[src/rtl/core/bta_pkg.sv]
`timescale 1ns / 1ps
// shared types and codes for the index allocator
// no dependencies

package bta_pkg;

	localparam int HEIGHT_W = 4;
	localparam int ACT_W    = 2;
	localparam int STATUS_W = 2;

	localparam logic [HEIGHT_W-1:0] HEIGHT_RESET = 4'd10;

	typedef enum logic [ACT_W-1:0] {
		ACT_CLAIM   = 2'd0,
		ACT_RELEASE = 2'd1,
		ACT_FIND    = 2'd2
	} action_t;

	typedef enum logic [STATUS_W-1:0] {
		ST_OK       = 2'd0,
		ST_OCCUPIED = 2'd1,
		ST_NONE     = 2'd2
	} result_code_t;

	typedef enum logic {
		FSM_IDLE,
		FSM_MODIFY
	} fsm_t;

endpackage

[src/rtl/core/binary_trie_index_allocator.sv]
`timescale 1ns / 1ps
// Index slot allocator over 2^tree_height slots. Each request claims a given
// slot, releases one, or finds the lowest free slot, and gives exactly one
// result (status and free_index). Occupancy lives in a ram of WORD_BITS-wide
// words; a flop summary marks full words so a find goes straight to the
// lowest word with room. A request first reads its word from the occupancy
// ram on the accept edge (registered read), then modifies it, writes it back
// and registers the result in the modify step; the next request is taken
// only after that write, so the read-modify-write never overlaps.
// A result waiting on out_stall holds the block in its modify step. The ram
// needs no clearing pass: per-word valid bits make it read as empty after
// reset. Depends on bta_pkg, bta_word_ram and bta_summary.

module binary_trie_index_allocator #(
	parameter int INDEX_BITS = 10,
	parameter int WORD_BITS  = 32
) (
	input  logic                          clk,
	input  logic                          arst_n,
	// configuration: tree_height
	input  logic                          cfg_we,
	input  logic [bta_pkg::HEIGHT_W-1:0]  cfg_wdata,
	// request channel
	input  logic                          in_valid,
	output logic                          in_stall,
	input  logic [bta_pkg::ACT_W-1:0]     action,
	input  logic [INDEX_BITS-1:0]         entry_index,
	// result channel
	output logic                          out_valid,
	input  logic                          out_stall,
	output logic [bta_pkg::STATUS_W-1:0]  status,
	output logic [INDEX_BITS-1:0]         free_index
);

	localparam int SLOT_COUNT = 2 ** INDEX_BITS;
	localparam int WORD_COUNT = (SLOT_COUNT + WORD_BITS - 1) / WORD_BITS;
	localparam int ADDR_W     = (WORD_COUNT > 1) ? $clog2(WORD_COUNT) : 1;
	localparam int WORD_SEL   = $clog2(WORD_BITS);
	localparam int EH_W       = $clog2(INDEX_BITS + 1);

	// pattern of a word with every slot taken
	localparam logic [WORD_BITS-1:0] FULL_MASK = (SLOT_COUNT >= WORD_BITS) ?
		{WORD_BITS{1'b1}} : ~({WORD_BITS{1'b1}} << SLOT_COUNT);

	bta_pkg::fsm_t state_q, state_d;

	logic [bta_pkg::HEIGHT_W-1:0] tree_height_q;

	// effective height and the derived limits
	logic [EH_W-1:0]       h_eff;
	logic [INDEX_BITS:0]   limit;
	logic [INDEX_BITS:0]   lim_words;
	logic [INDEX_BITS-1:0] idx_eff;
	logic [WORD_BITS-1:0]  wmask;
	logic [WORD_COUNT-1:0] in_range;

	logic              sum_hit;
	logic [ADDR_W-1:0] sum_hit_addr;

	logic              in_accept;
	logic              out_free;
	logic              rd_en;
	logic [ADDR_W-1:0] rd_addr;
	logic [WORD_BITS-1:0] rd_word;

	// request held across the modify step
	logic [bta_pkg::ACT_W-1:0] act_s1;
	logic [ADDR_W-1:0]         addr_s1;
	logic [WORD_SEL-1:0]       pos_s1;
	logic                      hit_s1;
	logic [WORD_BITS-1:0]      wmask_s1;

	// modify step
	logic                          commit;
	logic                          wr_req;
	logic [WORD_BITS-1:0]          new_word;
	logic [WORD_BITS-1:0]          bit_vec;
	logic [WORD_BITS-1:0]          avail;
	logic [WORD_SEL-1:0]           avail_pos;
	logic [bta_pkg::STATUS_W-1:0]  status_d;
	logic [INDEX_BITS-1:0]         found_d;

	logic                          out_valid_q;
	logic [bta_pkg::STATUS_W-1:0]  status_q;
	logic [INDEX_BITS-1:0]         free_index_q;

	// configuration register
	always_ff @(posedge clk or negedge arst_n) begin
		if (!arst_n) begin
			tree_height_q <= bta_pkg::HEIGHT_RESET;
		end else if (cfg_we) begin
			tree_height_q <= cfg_wdata;
		end
	end

	// height clamped to 1..INDEX_BITS, index bits above it dropped
	always_comb begin
		if (tree_height_q == '0) begin
			h_eff = EH_W'(1);
		end else if (int'(tree_height_q) > INDEX_BITS) begin
			h_eff = EH_W'(INDEX_BITS);
		end else begin
			h_eff = EH_W'(tree_height_q);
		end
		limit     = (INDEX_BITS + 1)'(1) << h_eff;
		lim_words = limit >> WORD_SEL;
		idx_eff   = entry_index & ~({INDEX_BITS{1'b1}} << h_eff);
		// a find only looks at slots below the limit
		if (int'(h_eff) >= WORD_SEL) begin
			wmask = {WORD_BITS{1'b1}};
		end else begin
			wmask = ~({WORD_BITS{1'b1}} << (WORD_SEL + 1)'(limit));
		end
		for (int w = 0; w < WORD_COUNT; w++) begin
			in_range[w] = (w == 0) || ((INDEX_BITS + 1)'(w) < lim_words);
		end
	end

	bta_summary #(
		.WORD_COUNT (WORD_COUNT),
		.ADDR_W     (ADDR_W)
	) u_summary (
		.clk      (clk),
		.arst_n   (arst_n),
		.in_range (in_range),
		.hit      (sum_hit),
		.hit_addr (sum_hit_addr),
		.upd_en   (commit && wr_req),
		.upd_addr (addr_s1),
		.upd_full (new_word == FULL_MASK)
	);

	// find reads the summary's pick, claim and release read their own word
	assign rd_addr = (action == bta_pkg::ACT_FIND) ? sum_hit_addr :
		ADDR_W'(idx_eff >> WORD_SEL);

	bta_word_ram #(
		.DEPTH  (WORD_COUNT),
		.ADDR_W (ADDR_W),
		.WIDTH  (WORD_BITS)
	) u_word_ram (
		.clk     (clk),
		.arst_n  (arst_n),
		.rd_en   (rd_en),
		.rd_addr (rd_addr),
		.rd_data (rd_word),
		.wr_en   (commit && wr_req),
		.wr_addr (addr_s1),
		.wr_data (new_word)
	);

	// control: next state
	assign out_free = !out_valid_q || !out_stall;

	always_comb begin
		state_d = state_q;
		case (state_q)
			bta_pkg::FSM_IDLE: begin
				if (in_valid) begin
					state_d = bta_pkg::FSM_MODIFY;
				end
			end
			bta_pkg::FSM_MODIFY: begin
				if (out_free) begin
					state_d = bta_pkg::FSM_IDLE;
				end
			end
			default: state_d = bta_pkg::FSM_IDLE;
		endcase
	end

	// control: outputs
	always_comb begin
		in_stall = 1'b1;
		commit   = 1'b0;
		case (state_q)
			bta_pkg::FSM_IDLE:   in_stall = 1'b0;
			bta_pkg::FSM_MODIFY: commit   = out_free;
			default: begin
				in_stall = 1'b1;
				commit   = 1'b0;
			end
		endcase
	end

	assign in_accept = in_valid && !in_stall;
	assign rd_en     = in_accept;

	always_ff @(posedge clk or negedge arst_n) begin
		if (!arst_n) begin
			state_q <= bta_pkg::FSM_IDLE;
		end else begin
			state_q <= state_d;
		end
	end

	always_ff @(posedge clk) begin
		if (in_accept) begin
			act_s1   <= action;
			addr_s1  <= rd_addr;
			pos_s1   <= WORD_SEL'(idx_eff);
			hit_s1   <= sum_hit;
			wmask_s1 <= wmask;
		end
	end

	// lowest free bit of the word read for a find
	always_comb begin
		avail     = ~rd_word & wmask_s1;
		avail_pos = '0;
		for (int b = WORD_BITS - 1; b >= 0; b--) begin
			if (avail[b]) begin
				avail_pos = WORD_SEL'(b);
			end
		end
	end

	// modify the word and form the result
	always_comb begin
		bit_vec  = WORD_BITS'(1) << pos_s1;
		wr_req   = 1'b0;
		new_word = rd_word;
		status_d = bta_pkg::ST_OK;
		found_d  = '0;
		case (act_s1)
			bta_pkg::ACT_CLAIM: begin
				if ((rd_word & bit_vec) != '0) begin
					status_d = bta_pkg::ST_OCCUPIED;
				end else begin
					wr_req   = 1'b1;
					new_word = rd_word | bit_vec;
				end
			end
			bta_pkg::ACT_RELEASE: begin
				wr_req   = 1'b1;
				new_word = rd_word & ~bit_vec;
			end
			bta_pkg::ACT_FIND: begin
				if (!hit_s1 || avail == '0) begin
					status_d = bta_pkg::ST_NONE;
				end else begin
					found_d = INDEX_BITS'({addr_s1, avail_pos});
				end
			end
			default: status_d = bta_pkg::ST_OK;
		endcase
	end

	// result register
	always_ff @(posedge clk or negedge arst_n) begin
		if (!arst_n) begin
			out_valid_q <= 1'b0;
		end else if (commit) begin
			out_valid_q <= 1'b1;
		end else if (!out_stall) begin
			out_valid_q <= 1'b0;
		end
	end

	always_ff @(posedge clk) begin
		if (commit) begin
			status_q     <= status_d;
			free_index_q <= found_d;
		end
	end

	assign out_valid  = out_valid_q;
	assign status     = status_q;
	assign free_index = free_index_q;

	// an accepted request always moves into the modify step
	a_accept_modify: assert property (@(posedge clk) disable iff (!arst_n)
		in_accept |=> state_q == bta_pkg::FSM_MODIFY)
		else $error("accepted request did not enter modify step");

	// word and summary are only written in the modify step
	a_write_in_modify: assert property (@(posedge clk) disable iff (!arst_n)
		(commit && wr_req) |-> state_q == bta_pkg::FSM_MODIFY)
		else $error("occupancy write outside modify step");

	// a new result only follows a modify step
	a_result_source: assert property (@(posedge clk) disable iff (!arst_n)
		$rose(out_valid_q) |-> $past(state_q == bta_pkg::FSM_MODIFY))
		else $error("result appeared without a modify step");

	// no-free result carries a zero index
	a_none_zero: assert property (@(posedge clk) disable iff (!arst_n)
		out_valid_q |-> (status_q != bta_pkg::ST_NONE) || (free_index_q == '0))
		else $error("no-free result with non-zero index");

endmodule

[src/rtl/core/bta_word_ram.sv]
`timescale 1ns / 1ps
// occupancy word store: synchronous ram, registered read
// per-entry valid bits make never-written words read as zero after reset

module bta_word_ram #(
	parameter int DEPTH  = 32,
	parameter int ADDR_W = 5,
	parameter int WIDTH  = 32
) (
	input  logic              clk,
	input  logic              arst_n,
	input  logic              rd_en,
	input  logic [ADDR_W-1:0] rd_addr,
	output logic [WIDTH-1:0]  rd_data,
	input  logic              wr_en,
	input  logic [ADDR_W-1:0] wr_addr,
	input  logic [WIDTH-1:0]  wr_data
);

	logic [WIDTH-1:0] mem [DEPTH];
	logic [DEPTH-1:0] vld_q;
	logic [WIDTH-1:0] rd_word_q;
	logic             rd_vld_q;

	always_ff @(posedge clk) begin
		if (wr_en) begin
			mem[wr_addr] <= wr_data;
		end
		if (rd_en) begin
			rd_word_q <= mem[rd_addr];
		end
	end

	always_ff @(posedge clk or negedge arst_n) begin
		if (!arst_n) begin
			vld_q    <= '0;
			rd_vld_q <= 1'b0;
		end else begin
			if (wr_en) begin
				vld_q[wr_addr] <= 1'b1;
			end
			if (rd_en) begin
				rd_vld_q <= vld_q[rd_addr];
			end
		end
	end

	assign rd_data = rd_vld_q ? rd_word_q : '0;

endmodule

[src/rtl/core/bta_summary.sv]
`timescale 1ns / 1ps
// full-word summary: one flop per occupancy word, lowest non-full word search
// no package dependencies

module bta_summary #(
	parameter int WORD_COUNT = 32,
	parameter int ADDR_W     = 5
) (
	input  logic                  clk,
	input  logic                  arst_n,
	input  logic [WORD_COUNT-1:0] in_range,
	output logic                  hit,
	output logic [ADDR_W-1:0]     hit_addr,
	input  logic                  upd_en,
	input  logic [ADDR_W-1:0]     upd_addr,
	input  logic                  upd_full
);

	logic [WORD_COUNT-1:0] full_q;
	logic [WORD_COUNT-1:0] cand;

	always_ff @(posedge clk or negedge arst_n) begin
		if (!arst_n) begin
			full_q <= '0;
		end else if (upd_en) begin
			full_q[upd_addr] <= upd_full;
		end
	end

	// lowest word in range that still has room
	always_comb begin
		cand     = in_range & ~full_q;
		hit      = |cand;
		hit_addr = '0;
		for (int w = WORD_COUNT - 1; w >= 0; w--) begin
			if (cand[w]) begin
				hit_addr = ADDR_W'(w);
			end
		end
	end

endmodule
[config.mk]
export PLATFORM = sky130hd
export DESIGN_NAME = binary_trie_index_allocator
export DESIGN_NICKNAME = d
export VERILOG_FILES = /design/src/rtl/core/bta_pkg.sv /design/src/rtl/core/binary_trie_index_allocator.sv /design/src/rtl/core/bta_word_ram.sv /design/src/rtl/core/bta_summary.sv
export SDC_FILE = /design/constraint.sdc
export NUM_CORES = 2
export LEC_CHECK = 0
export BUFFER_PORTS_ARGS = -buffer_cell sky130_fd_sc_hd__buf_2
export CELL_PAD_IN_SITES_DETAIL_PLACEMENT = 1
export CELL_PAD_IN_SITES_GLOBAL_PLACEMENT = 1
export CORE_ASPECT_RATIO = 0.7
export CORE_MARGIN = 8
export CORE_UTILIZATION = 39
export CTS_BUF_LIST = sky130_fd_sc_hd__clkbuf_4 sky130_fd_sc_hd__clkbuf_8
export DETAILED_ROUTE_END_ITERATION = 8
export GPL_TIMING_DRIVEN = 1
export PLACE_DENSITY_LB_ADDON = 0.1
export REMOVE_ABC_BUFFERS = 1
export SLEW_MARGIN = 20
export SYNTH_ARGS = -nofsm -noshare
export SYNTH_HDL_FRONTEND = slang
export SYNTH_HIERARCHICAL = 1
export SYNTH_SLANG_ARGS = --single-unit
[constraint.sdc]
create_clock -name clk -period 9 [get_ports clk]
set_input_delay 1.8 -clock clk [delete_from_list [all_inputs] [get_ports clk]]
set_output_delay 1.8 -clock clk [all_outputs]
set_load 0.01 [all_outputs]
; After elaboration in Yosys (flattened, before gate mapping)
; Memories as Yosys holds them, arrays and structs flattened. A register that Yosys moved wholly into a read port is not among the register bits.
; Cells that the tools add are included.
[totals]
out_inout_bits = 14
input_bits = 21
ramBits = 1024
regBits = 128
memories = 1
word_cells = 185
[memory_table]
columns = memory, depth, width, read_ports, rd_ports_with_merged_regs, wr, line_no
row1 = u_word_ram.mem, 32, 32, 1, 1, 1, bta_word_ram.sv:20  ; logic [WIDTH-1:0] mem [DEPTH];
[classes]
shifts = 4
mux = 88
n_eq_ne = 5
magnitude_cmp = 36
reduce_logical = 19
n_bitwise = 14
[ops]
columns = op, count
row1 = 5-bit two-way mux, 49
row2 = 32-bit bitwise AND, 4
row3 = 32-bit inverter, 4
row4 = 5-bit by 6-bit less-than comparator with 1-bit output (first input constant), 16
row5 = 32-bit two-way mux, 2
row6 = 32-bit OR, 2
row7 = 32-bit one-hot mux with 2 select lines, 1
row8 = 4-bit by 6-bit less-than comparator with 1-bit output (first input constant), 8
row9 = 4-bit two-way mux, 10
row10 = 32-bit bitwise mux, 1
row11 = 32-bit equality test (second input constant), 1
row12 = 32-bit zero test, 1
row13 = 32-bit nonzero test, 1
row14 = 32-bit OR reduction, 1
row15 = 1-bit by 5-bit << shifter with 32-bit output (first input constant), 1
row16 = 32-bit by 6-bit << shifter with 32-bit output (first input constant), 1
row17 = 3-bit by 6-bit less-than comparator with 1-bit output (first input constant), 4
row18 = 18-bit OR reduction, 1
row19 = 1-bit two-way mux, 13
row20 = 2-bit by 6-bit less-than comparator with 1-bit output (first input constant), 2
row21 = 5-bit by 6-bit less-than comparator with 1-bit output (second input constant), 2
row22 = 3-bit two-way mux, 4
row23 = 1-bit by 4-bit << shifter with 11-bit output (first input constant), 1
row24 = 10-bit bitwise AND, 1
row25 = 25 further kinds, 35

; Depth between registers and ports, before layout
[depth]
depth_word = 41
ltp_mapped = 19
ltp_nobuf = 14

; By module
; The synthesis kept the hierarchy.
[modules_own_cells]
columns = mod, area_per_inst_um2, instances, cells_each, seq_area_each_um2
row1 = bta_word_ram, 41412.2, 1, 1672, 32536.2
row2 = binary_trie_index_allocator, 4595.7, 1, 518, 1864.3
row3 = bta_summary, 2082.0, 1, 219, 800.8

; Worst setup path before layout
; Ideal clock, no wire load.
[synth_timing]
path_kind = input to register
from = input port out_stall
to = memory u_word_ram.mem[28][0] (enable)
setup_time_ns = 0.422
stages = 5
required_time_ns = 8.578
slack_ns = 2.961
arrival_ns = 5.617
n_path_buf = 1
cell_sequence = a21boi_0 nor3b_1 or3b_2 clkbuf_1 nor2_1
[synth_via]
elab_chain_cells = 6
[synth_rtl]
columns = element, line_no
row1 = "start, declared", binary_trie_index_allocator.sv:30  ; input logic out_stall,
row2 = 1-bit zero test, -
row3 = 1-bit logical OR, binary_trie_index_allocator.sv:153  ; assign out_free = !out_valid_q || !out_stall;
row4 = 1-bit two-way mux, binary_trie_index_allocator.sv:176  ; case (state_q)
row5 = 1-bit logical AND, binary_trie_index_allocator.sv:147  ; .wr_en (commit && wr_req),
row6 = 1-bit two-way mux, bta_word_ram.sv:26  ; if (wr_en) begin
row7 = 1-bit two-way mux (not written as such), bta_word_ram.sv:27  ; mem[wr_addr] <= wr_data;
row8 = "end, declared", bta_word_ram.sv:20
; No other way between the ends.

; Final worst setup path
[layout_timing]
from = register pos_s1[3]
to = memory u_word_ram.mem[19][27] (enable)
[layout_via]
elab_chain_cells = 8
[layout_rtl]
columns = element, line_no
row1 = "start, declared", binary_trie_index_allocator.sv:69  ; logic [WORD_SEL-1:0] pos_s1;
row2 = "start signal, assigned", binary_trie_index_allocator.sv:201  ; pos_s1 <= WORD_SEL'(idx_eff);
row3 = 1-bit by 5-bit << shifter with 32-bit output, binary_trie_index_allocator.sv:220  ; bit_vec = WORD_BITS'(1) << pos_s1;
row4 = 32-bit bitwise AND, binary_trie_index_allocator.sv:227  ; if ((rd_word & bit_vec) != '0) begin
row5 = 32-bit nonzero test, binary_trie_index_allocator.sv:227
row6 = 1-bit two-way mux, binary_trie_index_allocator.sv:227
row7 = 1-bit one-hot mux with 2 select lines, binary_trie_index_allocator.sv:225  ; case (act_s1)
row8 = 1-bit logical AND, binary_trie_index_allocator.sv:147
row9 = 1-bit two-way mux, bta_word_ram.sv:26
row10 = 1-bit two-way mux (not written as such), bta_word_ram.sv:27
; No other way between the ends.

==> results.py <==
metrics = {
    "setup_path": {
        "crit_fanout": 23,
        "worst_ep_arrival_time_ns": 6.54,
        "cp.required_ns": 9.46,
        "end_kind": "register",
        "crit_path_start_kind": "register",
        "reg2reg_from": "pos_s1[3]",
        "crit_type": "register to register",
        "timing.critical_path.from": "pos_s1[3]",
    },
    "clock_network": {
        "clock-sinks": 1184,
        "clock_path_buffers": 3,
        "cts_tree": "yes",
        "clk_pin_slew_ns": 0.06,
        "hold_buffers": 0,
        "cts_setup_buffers": 0,
        "cts-root-buf": "clkbuf_8",
        "cts_buffers": 182,
        "cts_resized": 0,
        "clk_latency_ns": 0.87,
        "cts_max_level": 4,
    },
    "synth": {
        "yosysWarnings": 6,
        "ys_types": 89,
        "synth_area_leaders": "edfxtp_1 69%, mux4_2 15%, dfrtp_1 3.6%",
        "synth-edff-count": 1113,
        "synth.most_common_cell": "edfxtp_1",
        "syn_avg_cell_area_um2": 20.0,
        "synth_top_area_share": 0.695,
        "netlist.top_cell.by_area": "edfxtp_1",
        "synthesis.area_um2": 48100,
        "ys.flop_type": "edfxtp_1",
        "synth_common_cells": "1113 x edfxtp_1, 320 x mux4_2, 82 x nor2_1, 74 x nand2_1, 70 x clkbuf_1",
        "syn_inst": 2409,
        "synthArstFlopShare": 0.0600,
        "ys_ff_latch": 1184,
        "ys_seq_area_frac": 0.732,
    },
    "die": {
        "die-area_um2": 135000,
        "core_um2": 122000,
        "fp.dieH_um": 310,
        "ios": 35,
        "start_util": 0.394,
        "std_cell_rows": 107,
        "die_x_um": 436,
    },
    "grt": {
        "grt_max_degree": 97,
        "grt_antenna_before_repair": 2,
        "grt_usage": 0.211,
        "grt_pass1_wl_um": 203000,
        "grt-ovfl-total": 0,
        "grt_pass1_vias": 26390,
    },
    "sta": {
        "fin_tns_setup_ns": 0,
        "setup_viol": 0,
        "rsz0062_at_grt": "false",
        "finalCritPeriodShare": 0.675,
        "setup_ws_ns": 2.92,
        "slew_headroom": 0.234,
        "hold_viol_final": 0,
        "final-max-slew-violation-count": 0,
        "clock_skew_ns": 0.0513,
        "fmax_ghz": 0.165,
        "tightest_slew_ns": 1.15,
        "fin_crit_ns": 6.08,
    },
    "detailed_routing": {
        "vias": 25211,
        "drc_errors": 0,
        "drtIter0Drc": 2566,
        "antenna_left": 0,
        "first_pass_iters": 5,
        "totalWireLength_um": 144000,
        "wl_per_cell_um": 33.1,
        "viasPerCell": 5.79,
    },
    "placement": {
        "io_buffers": 34,
        "globalplace.congestion": 0.889,
        "preCtsSetupSlack_ns": 3.00,
        "dp_hpwl_um": 78500,
    },
    "power_and_ir_drop": {
        "cellPowerDensity_nw_per_um2": 250,
        "leakagePower_nw": 17.3,
        "irDropWorstVdd_uv": 139,
    },
    "worst_hold_path": {
        "min-delay-start": "u_word_ram/vld_q[7]",
        "hp-class": "register to register",
    },
    "final_layout": {
        "fill_cells": 11290,
        "finalNetCount": 2598,
        "drive_above_1_share": 0.325,
        "area_delta_synth_final_pct": 13.3,
    },
    "job": {
        "drv_cap": 0,
    },
    "outcome": {
        "outcome": "finished, final reports clean",
    },
}
-- where the power goes --
group | switching, mW | leakage, nW | internal, mW | total, mW
logic | 1.50 | 4.37 | 0.718 | 2.22
registers | 0.153 | 11.1 | 6.80 | 6.95
clock network | 2.12 | 1.86 | 2.31 | 4.43
-- cell type report --
| class | instances | area [um^2] | share of cell area |
|---|---|---|---|
| Clock inverter | 71 | 415 | 0.00762 |
| Sequential cell | 1184 | 35200 | 0.646 |
| Inverter | 23 | 86.3 | 0.00158 |
| Timing Repair Buffer | 107 | 976 | 0.0179 |
| Multi-Input combinational cell | 1079 | 12600 | 0.232 |
| Tap cell | 1635 | 2050 | 0.0375 |
| Antenna cell | 2 | 5.00 | 0.0000919 |
| Clock buffer | 256 | 3110 | 0.0571 |
-- sequential cells by signal, summed over array words and instances (netlist names) --
signal / cells
act_s1: 2
addr_s1: 5
free_index: 10
hit_s1: 1
out_valid: 1
pos_s1: 5
state_q: 1
status: 2
tree_height_q: 4
u_summary/full_q: 32
u_word_ram/mem: 1024
u_word_ram/rd_vld_q: 1
u_word_ram/rd_word_q: 32
u_word_ram/vld_q: 32
wmask_s1: 32
-- through the flow --
step	utilization	total power [mW]	cells	hold slack (ns)	instance area [um^2]
CTS	0.445	13.7	4352	0.469	54300
finish	0.447	13.6	4357	0.465	54500
global route	0.447	14.1	4356	0.471	54500
global placement	0.415	9.18	4017	0.453	50600
floorplan	-	8.66	2286	0.439	47500
detailed placement	0.416	9.28	4025	0.454	50800
-- critical path: stages, from the launching register on --
cell,delay (ns)
edfxtp_1,0.88
nor2b_1,0.41
a22o_1,0.33
a32oi_1,0.26
nand4_2,0.19
nor3_1,0.54
nor2_1,0.08
nor3b_1,0.22
buf_4,0.24
nand3_1,0.72
nor2_4,1.16
buf_4,0.61
-- metal layers --
metal	global-route usage	vias to the layer above	wire [um]
met1	0.310	13971	66700
met3	0.0311	200	7380
met2	0.332	816	67200
met5	0	-	0
met4	0.0568	0	2850
li1	-	10224	-
-- cells by family after synthesis --
group,after synthesis,share of synthesized area
compound gates,203,0.0280
buf+inv,148,0.0145
flops,1184,0.732
mux,411,0.171
other cells,1,0.0000780
simple gates,462,0.0545
-- cell usage in the layout, fill, tap and decap left out, drive strengths merged, types with 29 or more instances in the layout --
cell / instances
mux4: 320
dfrtp: 69
edfxtp: 1113
o21ai: 70
or2: 44
nor2b: 29
mux2: 70
and2: 46
buf: 107
nand2: 74
clkinv: 58
clkbuf: 256
nor2: 82
nand2b: 71
-- worst paths after layout --
kind,endpoint,slack (ns),cells past startpoint
hold / removal,u_word_ram/vld_q[7],0.47,1
setup reg to reg,u_word_ram/mem[19][27],2.92,11
setup / recovery,u_word_ram/mem[19][27],2.92,11
min in group asynchronous,tree_height_q[0],1.12,2
max in group asynchronous,u_summary/full_q[31],7.14,2
hold reg to reg,u_word_ram/vld_q[7],0.47,1
No activity file was read; power rests on OpenSTA's default activity.
